## src/u8dfa_pkg.sv

```systemverilog
// ----------------------------------------------------------------------------
// u8dfa_pkg
// Shared types, constants and tables for the UTF-8 DFA decoder with a
// UTF-16 unit counter.
// ----------------------------------------------------------------------------
`default_nettype none

package u8dfa_pkg;

    // Width of the internal UTF-16 unit counter (8..32)
    localparam int COUNT_WIDTH = 16;
    localparam int SHOW_WIDTH  = 16;
    localparam int CP_WIDTH    = 21;

    // Queue depths and pointer widths
    localparam int QUEUE_DEPTH = 2;
    localparam int PTR_WIDTH   = $clog2(QUEUE_DEPTH);
    localparam int CNT_WIDTH   = $clog2(QUEUE_DEPTH + 1);

    typedef logic [COUNT_WIDTH-1:0] count_t;
    typedef logic [3:0]             byte_class_t;

    // Byte classes
    localparam byte_class_t CLS_ASCII    = 4'd0;   // 00..7F
    localparam byte_class_t CLS_CONT_LO  = 4'd1;   // 80..8F
    localparam byte_class_t CLS_LEAD2    = 4'd2;   // C2..DF
    localparam byte_class_t CLS_LEAD3    = 4'd3;   // E1..EC, EE..EF
    localparam byte_class_t CLS_ED       = 4'd4;   // ED
    localparam byte_class_t CLS_F4       = 4'd5;   // F4
    localparam byte_class_t CLS_LEAD4    = 4'd6;   // F1..F3
    localparam byte_class_t CLS_CONT_HI  = 4'd7;   // A0..BF
    localparam byte_class_t CLS_BAD      = 4'd8;   // C0, C1, F5..FF
    localparam byte_class_t CLS_CONT_MID = 4'd9;   // 90..9F
    localparam byte_class_t CLS_E0       = 4'd10;  // E0
    localparam byte_class_t CLS_F0       = 4'd11;  // F0

    // DFA states: accept, sticky reject, and seven states inside a sequence
    typedef enum logic [3:0] {
        ST_ACCEPT = 4'd0,
        ST_REJECT = 4'd1,
        ST_S2     = 4'd2,
        ST_S3     = 4'd3,
        ST_S4     = 4'd4,
        ST_S5     = 4'd5,
        ST_S6     = 4'd6,
        ST_S7     = 4'd7,
        ST_S8     = 4'd8
    } dfa_state_t;

    // Classified byte handed from the front end to the back end
    typedef struct packed {
        logic [7:0]  data;
        byte_class_t cls;
        logic        term;
    } front_item_t;

    // One result beat
    typedef struct packed {
        logic [CP_WIDTH-1:0]   code_point;
        logic                  char_done;
        logic                  rejected;
        logic [SHOW_WIDTH-1:0] unit_count;
        logic                  at_end;
        logic                  string_valid;
    } result_t;

    // Map a byte to its character class
    function automatic byte_class_t byte_class(input logic [7:0] b);
        byte_class_t c;
        priority if (b < 8'h80) c = CLS_ASCII;
        else if (b < 8'h90)     c = CLS_CONT_LO;
        else if (b < 8'hA0)     c = CLS_CONT_MID;
        else if (b < 8'hC0)     c = CLS_CONT_HI;
        else if (b < 8'hC2)     c = CLS_BAD;
        else if (b < 8'hE0)     c = CLS_LEAD2;
        else if (b == 8'hE0)    c = CLS_E0;
        else if (b == 8'hED)    c = CLS_ED;
        else if (b < 8'hF0)     c = CLS_LEAD3;
        else if (b == 8'hF0)    c = CLS_F0;
        else if (b < 8'hF4)     c = CLS_LEAD4;
        else if (b == 8'hF4)    c = CLS_F4;
        else                    c = CLS_BAD;
        return c;
    endfunction

    // DFA transition table
    function automatic dfa_state_t dfa_next(input dfa_state_t st, input byte_class_t c);
        dfa_state_t n;
        n = ST_REJECT;
        unique case (st)
            ST_ACCEPT:
            begin
                unique case (c)
                    CLS_ASCII: n = ST_ACCEPT;
                    CLS_LEAD2: n = ST_S2;
                    CLS_LEAD3: n = ST_S3;
                    CLS_ED:    n = ST_S5;
                    CLS_F4:    n = ST_S8;
                    CLS_LEAD4: n = ST_S7;
                    CLS_E0:    n = ST_S4;
                    CLS_F0:    n = ST_S6;
                    default:   n = ST_REJECT;
                endcase
            end
            ST_S2:
            begin
                if (c == CLS_CONT_LO || c == CLS_CONT_HI || c == CLS_CONT_MID)
                    n = ST_ACCEPT;
            end
            ST_S3:
            begin
                if (c == CLS_CONT_LO || c == CLS_CONT_HI || c == CLS_CONT_MID)
                    n = ST_S2;
            end
            ST_S4:
            begin
                if (c == CLS_CONT_HI)
                    n = ST_S2;
            end
            ST_S5:
            begin
                if (c == CLS_CONT_LO || c == CLS_CONT_MID)
                    n = ST_S2;
            end
            ST_S6:
            begin
                if (c == CLS_CONT_HI || c == CLS_CONT_MID)
                    n = ST_S3;
            end
            ST_S7:
            begin
                if (c == CLS_CONT_LO || c == CLS_CONT_HI || c == CLS_CONT_MID)
                    n = ST_S3;
            end
            ST_S8:
            begin
                if (c == CLS_CONT_LO)
                    n = ST_S3;
            end
            default: n = ST_REJECT;
        endcase
        return n;
    endfunction

endpackage

`default_nettype wire

```

## src/utf8_dfa_decoder_utf16_counter.sv

```systemverilog
// ----------------------------------------------------------------------------
// utf8_dfa_decoder_utf16_counter
// Path: a byte is written into the input queue, then stepped by the back end into the output queue.
// Throughput: one byte per cycle while the output queue has room; the DFA step in the back end
// is combinational; two-entry queues sit before and after it.
// Reset: queues empty, DFA in accept state, accumulator zero, unit count one.
// ----------------------------------------------------------------------------
`default_nettype none

module utf8_dfa_decoder_utf16_counter (
    input  wire logic        clk,
    input  wire logic        rst_n,
    input  wire logic        push,
    output logic             full,
    input  wire logic [7:0]  data_byte,
    output logic             empty,
    input  wire logic        pop,
    output logic [20:0]      code_point,
    output logic             char_done,
    output logic             rejected,
    output logic [15:0]      unit_count,
    output logic             at_end,
    output logic             string_valid
);
    import u8dfa_pkg::*;

    logic        q_full;
    logic        q_push;
    front_item_t q_wr_item;
    logic        q_valid;
    front_item_t q_rd_item;
    logic        q_take;
    result_t     res;

    u8dfa_front u_front (
        .push      (push),
        .full      (full),
        .data_byte (data_byte),
        .q_full    (q_full),
        .q_push    (q_push),
        .q_item    (q_wr_item)
    );

    u8dfa_queue u_queue (
        .clk      (clk),
        .rst_n    (rst_n),
        .wr_en    (q_push),
        .wr_item  (q_wr_item),
        .q_full   (q_full),
        .rd_en    (q_take),
        .rd_valid (q_valid),
        .rd_item  (q_rd_item)
    );

    u8dfa_back u_back (
        .clk      (clk),
        .rst_n    (rst_n),
        .in_valid (q_valid),
        .in_item  (q_rd_item),
        .in_take  (q_take),
        .pop      (pop),
        .empty    (empty),
        .res      (res)
    );

    assign code_point   = res.code_point;
    assign char_done    = res.char_done;
    assign rejected     = res.rejected;
    assign unit_count   = res.unit_count;
    assign at_end       = res.at_end;
    assign string_valid = res.string_valid;

    // Terminator beats carry no code point and no completed character
    assert property (@(posedge clk) disable iff (!rst_n)
        (!empty && at_end) |-> (code_point == '0 && !char_done))
        else $error("terminator beat carries character data");

    // Validity is only reported on the terminator
    assert property (@(posedge clk) disable iff (!rst_n)
        (!empty && string_valid) |-> (at_end && !rejected))
        else $error("string_valid outside terminator or with reject");

    // A completed character never coincides with the reject state or the terminator
    assert property (@(posedge clk) disable iff (!rst_n)
        (!empty && char_done) |-> (!rejected && !at_end))
        else $error("char_done together with reject or terminator");

    // The back end only takes a classified byte that is present
    assert property (@(posedge clk) disable iff (!rst_n)
        q_take |-> q_valid)
        else $error("back end took from an empty queue");

endmodule

`default_nettype wire

```

## src/u8dfa_front.sv

```systemverilog
// ----------------------------------------------------------------------------
// u8dfa_front
// Accepts input bytes, flags the terminator and looks up the byte class.
// ----------------------------------------------------------------------------
`default_nettype none

module u8dfa_front (
    input  wire logic                  push,
    output logic                       full,
    input  wire logic [7:0]            data_byte,
    input  wire logic                  q_full,
    output logic                       q_push,
    output u8dfa_pkg::front_item_t     q_item
);
    import u8dfa_pkg::*;

    // Accept whenever the decoupling queue has room
    assign full   = q_full;
    assign q_push = push && !q_full;

    // Classify the byte
    always_comb
    begin
        q_item.data = data_byte;
        q_item.cls  = byte_class(data_byte);
        q_item.term = (data_byte == 8'h00);
    end

endmodule

`default_nettype wire

```

## src/u8dfa_queue.sv

```systemverilog
// ----------------------------------------------------------------------------
// u8dfa_queue
// Short queue of classified bytes between front end and back end.
// ----------------------------------------------------------------------------
`default_nettype none

module u8dfa_queue (
    input  wire logic                   clk,
    input  wire logic                   rst_n,
    input  wire logic                   wr_en,
    input  wire u8dfa_pkg::front_item_t wr_item,
    output logic                        q_full,
    input  wire logic                   rd_en,
    output logic                        rd_valid,
    output u8dfa_pkg::front_item_t      rd_item
);
    import u8dfa_pkg::*;

    front_item_t                 mem [QUEUE_DEPTH];
    logic [PTR_WIDTH-1:0]        wr_ptr_reg, wr_ptr_next;
    logic [PTR_WIDTH-1:0]        rd_ptr_reg, rd_ptr_next;
    logic [CNT_WIDTH-1:0]        cnt_reg, cnt_next;

    assign q_full   = (cnt_reg == CNT_WIDTH'(QUEUE_DEPTH));
    assign rd_valid = (cnt_reg != '0);
    assign rd_item  = mem[rd_ptr_reg];

    // Advance pointers and occupancy
    always_comb
    begin
        wr_ptr_next = wr_ptr_reg;
        rd_ptr_next = rd_ptr_reg;
        cnt_next    = cnt_reg;
        if (wr_en)
            wr_ptr_next = (wr_ptr_reg == PTR_WIDTH'(QUEUE_DEPTH - 1)) ? '0 : wr_ptr_reg + 1'b1;
        if (rd_en)
            rd_ptr_next = (rd_ptr_reg == PTR_WIDTH'(QUEUE_DEPTH - 1)) ? '0 : rd_ptr_reg + 1'b1;
        if (wr_en && !rd_en)
            cnt_next = cnt_reg + CNT_WIDTH'(1);
        else if (rd_en && !wr_en)
            cnt_next = cnt_reg - CNT_WIDTH'(1);
    end

    always_ff @(posedge clk or negedge rst_n)
    begin
        if (!rst_n)
        begin
            wr_ptr_reg <= '0;
            rd_ptr_reg <= '0;
            cnt_reg    <= '0;
        end
        else
        begin
            wr_ptr_reg <= wr_ptr_next;
            rd_ptr_reg <= rd_ptr_next;
            cnt_reg    <= cnt_next;
        end
    end

    // Store entries
    always_ff @(posedge clk)
    begin
        if (wr_en)
            mem[wr_ptr_reg] <= wr_item;
    end

endmodule

`default_nettype wire

```

## src/u8dfa_back.sv

```systemverilog
// ----------------------------------------------------------------------------
// u8dfa_back
// Runs the DFA, builds the code point, counts UTF-16 units and holds
// result beats in a two-entry output queue.
// ----------------------------------------------------------------------------
`default_nettype none

module u8dfa_back (
    input  wire logic                   clk,
    input  wire logic                   rst_n,
    input  wire logic                   in_valid,
    input  wire u8dfa_pkg::front_item_t in_item,
    output logic                        in_take,
    input  wire logic                   pop,
    output logic                        empty,
    output u8dfa_pkg::result_t          res
);
    import u8dfa_pkg::*;

    localparam int EXT_WIDTH = COUNT_WIDTH + SHOW_WIDTH;

    dfa_state_t               state_reg, state_next;
    logic [CP_WIDTH-1:0]      accum_reg, accum_next;
    count_t                   units_reg, units_next;

    result_t                  out_mem [QUEUE_DEPTH];
    logic [PTR_WIDTH-1:0]     owr_ptr_reg, owr_ptr_next;
    logic [PTR_WIDTH-1:0]     ord_ptr_reg, ord_ptr_next;
    logic [CNT_WIDTH-1:0]     ocnt_reg, ocnt_next;
    logic                     out_pop;

    result_t                  res_new;
    logic [7:0]               lead_bits;
    logic [COUNT_WIDTH:0]     units_sum;
    logic                     done;
    logic [EXT_WIDTH-1:0]     shown_ext;

    // Take a byte whenever the output queue has room
    assign in_take = in_valid && (ocnt_reg != CNT_WIDTH'(QUEUE_DEPTH));
    assign out_pop = pop && !empty;
    assign empty   = (ocnt_reg == '0);
    assign res     = out_mem[ord_ptr_reg];

    // Step the DFA, accumulator and counter for one byte
    always_comb
    begin
        state_next = state_reg;
        accum_next = accum_reg;
        units_next = units_reg;
        lead_bits  = (8'hFF >> in_item.cls) & in_item.data;
        units_sum  = '0;
        done       = 1'b0;
        shown_ext  = '0;
        res_new    = '0;

        if (in_item.term)
        begin
            // Report and restart the string
            shown_ext            = EXT_WIDTH'(units_reg);
            res_new.rejected     = (state_reg == ST_REJECT);
            res_new.string_valid = (state_reg == ST_ACCEPT);
            res_new.at_end       = 1'b1;
            state_next           = ST_ACCEPT;
            accum_next           = '0;
            units_next           = COUNT_WIDTH'(1);
        end
        else
        begin
            if (state_reg != ST_ACCEPT)
                accum_next = {accum_reg[CP_WIDTH-7:0], in_item.data[5:0]};
            else
                accum_next = CP_WIDTH'(lead_bits);
            state_next = dfa_next(state_reg, in_item.cls);
            done       = (state_next == ST_ACCEPT);
            if (done)
            begin
                // Saturating add of one or two units
                units_sum = {1'b0, units_reg}
                          + ((accum_next > CP_WIDTH'(20'hFFFF)) ? (COUNT_WIDTH+1)'(2)
                                                                  : (COUNT_WIDTH+1)'(1));
                units_next = units_sum[COUNT_WIDTH] ? {COUNT_WIDTH{1'b1}}
                                                    : units_sum[COUNT_WIDTH-1:0];
            end
            shown_ext          = EXT_WIDTH'(units_next);
            res_new.code_point = accum_next;
            res_new.char_done  = done;
            res_new.rejected   = (state_next == ST_REJECT);
        end

        res_new.unit_count = (shown_ext > EXT_WIDTH'({SHOW_WIDTH{1'b1}}))
                           ? {SHOW_WIDTH{1'b1}} : shown_ext[SHOW_WIDTH-1:0];
    end

    // Hold decoder state
    always_ff @(posedge clk or negedge rst_n)
    begin
        if (!rst_n)
        begin
            state_reg <= ST_ACCEPT;
            accum_reg <= '0;
            units_reg <= COUNT_WIDTH'(1);
        end
        else if (in_take)
        begin
            state_reg <= state_next;
            accum_reg <= accum_next;
            units_reg <= units_next;
        end
    end

    // Advance output queue pointers
    always_comb
    begin
        owr_ptr_next = owr_ptr_reg;
        ord_ptr_next = ord_ptr_reg;
        ocnt_next    = ocnt_reg;
        if (in_take)
            owr_ptr_next = (owr_ptr_reg == PTR_WIDTH'(QUEUE_DEPTH - 1)) ? '0 : owr_ptr_reg + 1'b1;
        if (out_pop)
            ord_ptr_next = (ord_ptr_reg == PTR_WIDTH'(QUEUE_DEPTH - 1)) ? '0 : ord_ptr_reg + 1'b1;
        if (in_take && !out_pop)
            ocnt_next = ocnt_reg + CNT_WIDTH'(1);
        else if (out_pop && !in_take)
            ocnt_next = ocnt_reg - CNT_WIDTH'(1);
    end

    always_ff @(posedge clk or negedge rst_n)
    begin
        if (!rst_n)
        begin
            owr_ptr_reg <= '0;
            ord_ptr_reg <= '0;
            ocnt_reg    <= '0;
        end
        else
        begin
            owr_ptr_reg <= owr_ptr_next;
            ord_ptr_reg <= ord_ptr_next;
            ocnt_reg    <= ocnt_next;
        end
    end

    // Store result beats
    always_ff @(posedge clk)
    begin
        if (in_take)
            out_mem[owr_ptr_reg] <= res_new;
    end

endmodule

`default_nettype wire
```

## config.mk

```make
export PLATFORM = sky130hd
export DESIGN_NAME = utf8_dfa_decoder_utf16_counter
export DESIGN_NICKNAME = d
export VERILOG_FILES = /design/src/u8dfa_pkg.sv /design/src/utf8_dfa_decoder_utf16_counter.sv /design/src/u8dfa_front.sv /design/src/u8dfa_queue.sv /design/src/u8dfa_back.sv
export SDC_FILE = /design/constraint.sdc
export NUM_CORES = 1
export LEC_CHECK = 0
export ABC_AREA = 1
export BUFFER_PORTS_ARGS = -buffer_cell sky130_fd_sc_hd__buf_4
export CAP_MARGIN = 10
export CORE_MARGIN = 2
export CORE_UTILIZATION = 55
export CTS_CLUSTER_SIZE = 8
export DETAILED_ROUTE_END_ITERATION = 8
export PLACE_DENSITY = 0.87
export SYNTH_ARGS = -nofsm -noshare
export SYNTH_HDL_FRONTEND = slang
export SYNTH_SLANG_ARGS = --single-unit
```

## constraint.sdc

```tcl
create_clock -name clk -period 3.4 [get_ports clk]
set_clock_uncertainty 0.05 [all_clocks]
set_input_delay 0.85 -clock clk [delete_from_list [all_inputs] [get_ports clk]]
set_output_delay 0.85 -clock clk [all_outputs]
set_load 0.01 [all_outputs]
```

==> results.toml <==
[pwr]
p_leak_nw = 3.83
ir_drop_mv = 0.650
powerDensity_nw_per_um2 = 1090
total_power_mw = 9.43

[sta]
fin_ws_ns = 0.277
maxSlewViolCount = 0
fin_crit_ns = 3.12
finalHoldViolCount = 0
finalCritPeriodShare_pct = 91.9
fmax_mhz = 320
slew_headroom_pct = 53.0
final-setup-viol-count = 0
setup_tns_ns = 0
worst_pin_slew_ns = 0.705

[detailed_routing]
wl_per_cell_um = 15.0
drtAntennaViolNets = 0
drt_iter0_drc = 678
drc = 0
num_vias = 5942
vias_per_cell = 5.50
first_pass_iters = 6
routed_wl_um = 16200

[floorplan]
fp.dieW_um = 120
start_util_pct = 56.1
design.core.area_um2 = 13200
rows = 42
io_pins = 55
die_area_um2 = 14500
die_h_um = 120

[critical_path]
crit_top_cell = "inv_1"
crit_type = "flip-flop to flip-flop"
startpoint_type = "flip-flop"
worstPathArrival_ns = 3.22
cp_slowest_cell = "dfrtp_2"
crit_chain = "nor2_2 -> nand2_2 -> inv_1 -> nor2_1 -> inv_1 -> nand3_1 -> inv_2 -> ha_2 -> inv_1 -> fa_1 -> inv_1 -> nand2_1 -> nor2_2 -> buf_4 -> a21oi_1 -> nor3_1 -> nand3_1 -> nand3_1 -> o21ai_0"
slowest_delay_ns = 0.44
cp_max_fo = 6
cp.required_ns = 3.50
worst_setup_path_end_kind = "flip-flop"

[synthesis]
yosys.area.top_type = "edfxtp_1"
synth-seq-area-share_pct = 58.1
synth_nets = 850
synth_area_leaders = "edfxtp_1 44%, nand2_1 15%, dfrtp_1 14%"
yosysTopAreaCellShare_pct = 43.6
synthesis.instances = 833
synth_cell_types = 48
ys_ff_latch = 151
synth_area_um2 = 7430
yosys_warnings = 0
syn_avg_cell_area_um2 = 8.92

[placement]
hpwl_um = 10500
place_worst_setup_slack_ns = 0.179
portBuffers = 54
routabilityCongestion = 0.934
dp.cells = 1049
placed_cell_area_um2 = 8060

[clock_tree]
clock_latency_ns = 0.43
tritoncts = "built"
clock_path_buffers = 2
path_clk_slew_ns = 0.06
hold_buffers = 0
cts_buffers = 17
cts_root_buf = "clkbuf_16"
clock_sinks = 151
cts_htree_levels = 4

[cells_and_area]
nets = 909
drive_gt1_share_pct = 16.6
multi_input_area_um2 = 2690
fin_area_um2 = 8680
antenna_cells = 0
num-fill-cells = 1014
final_cells = 1081
seq_area_um2 = 4320
areaGrowthSynthToFinish_pct = 16.8
largest_reg_flops = 82

[global_route]
grt_max_degree = 46
grt.overflow.total = 0
grt_pass1_wl_um = 27200
grt_pass1_vias = 5729
grtUsageTotal_pct = 24.3
antenna_found_initial = 0

[worst_hold_path]
hold_path_class = "primary input to asynchronous set/reset pin"

[outcome]
status = "finished, final reports clean"

[run]
drv_cap = 0
report_power, final:
part / switching (mW) / internal (mW)
combinational: 2.87 / 1.42
clock: 0.776 / 1.09
sequential: 0.305 / 2.97
metal layers:
layer / routed length, µm / global-route usage (%)
met5: 0 / 0
met2: 7890 / 39.3
met3: 1350 / 6.37
met1: 6720 / 31.7
met4: 280 / 9.08
cells in the final DEF (no fill, tap or decap), drive strengths merged, types with 3 or more instances in the layout:
cell / synthesis / layout
edfxtp: 108 / 108
nand3: 57 / 57
clkinv: 1 / 6
xor2: 7 / 7
nor3: 20 / 20
nand2: 306 / 306
clkbuf: 19 / 17
buf: 15 / 74
o21ai: 44 / 44
dfrtp: 42 / 42
nor2: 81 / 81
inv: 74 / 79
nand4: 22 / 22
a21oi: 12 / 12
ha: 4 / 4
clkinvlp: 0 / 3
timing repair:
action	CTS	global route
gates resized for setup	0	11
setup buffers	0	0
setup endpoints to repair	0	43
endpoints found under the hold margin	0	0
through the flow:
step | hold slack, ns | util [%]
6_report | 0.372 | 65.5
5_1_grt | 0.405 | 65.5
4_1_cts | 0.384 | 65.3
3_5_place_dp | 0.425 | 60.9
3_3_place_gp | 0.416 | 60.9
2_1_floorplan | 0.399 | -
worst max-delay path, delay by kind of cell, from the launching register on:
kind / cells / cell delay [ns]
simple gates: 9 / 0.98
flops: 1 / 0.44
compound gates: 2 / 0.18
buf+inv: 6 / 0.56
fa+ha+maj: 2 / 0.62
synth_stat cells, drive strengths merged:
library cell  count
a211oi            1
a21boi            1
a21oi            12
a221oi            1
a311oi            1
a32oi             1
buf              15
clkbuf           19
clkinv            1
dfrtp            42
dfstp             1
edfxtp          108
fa                1
ha                4
inv              74
mux2i             1
nand2           306
nand3            57
nand3b            1
nand4            22
nor2             81
nor2b             1
nor3             20
nor4              2
o211ai            2
o21ai            44
o22ai             2
o41ai             1
or2               2
xnor2             2
xor2              7
path summary, 6_finish.rpt:
path	slack, ns	endpoint	depth (start not counted)	start
min in group clk	0.45	u_back.accum_reg[2]$_DFFE_PN0P_	2	u_back.accum_reg[2]$_DFFE_PN0P_
max in group asynchronous	2.49	u_back.state_reg[3]$_DFFE_PN0P_	1	rst_n
min	0.37	u_back.units_reg[6]$_DFFE_PN0P_	1	rst_n
min reg2reg	0.45	u_back.accum_reg[2]$_DFFE_PN0P_	2	u_back.accum_reg[2]$_DFFE_PN0P_
max reg2reg	0.28	u_back.out_mem[0][10]$_DFFE_PP_	19	u_back.state_reg[0]$_DFFE_PN0P_
max	0.28	u_back.out_mem[0][10]$_DFFE_PP_	19	u_back.state_reg[0]$_DFFE_PN0P_
logic make-up after synthesis:
family                     count (synthesis)  share of synthesized area, %
and+or+nand+nor                          492                          28.5
DFF                                      151                          58.1
buffers and inverters                    109                          6.33
AOI/OAI and AO/OA                         66                          4.92
xor gates and xnor gates                   9                          1.06
adders and majority gates                  5                         0.943
muxes                                      1                         0.135
area by class of cell:
class,count,area share [%]
Clock buffer,17,4.90
Clock inverter,15,1.95
Inverter,75,3.33
Multi-Input combinational cell,573,31.0
Sequential cell,151,49.8
Tap cell,176,2.54
Timing Repair Buffer,74,6.40
Power figures use the tool's default switching activity.
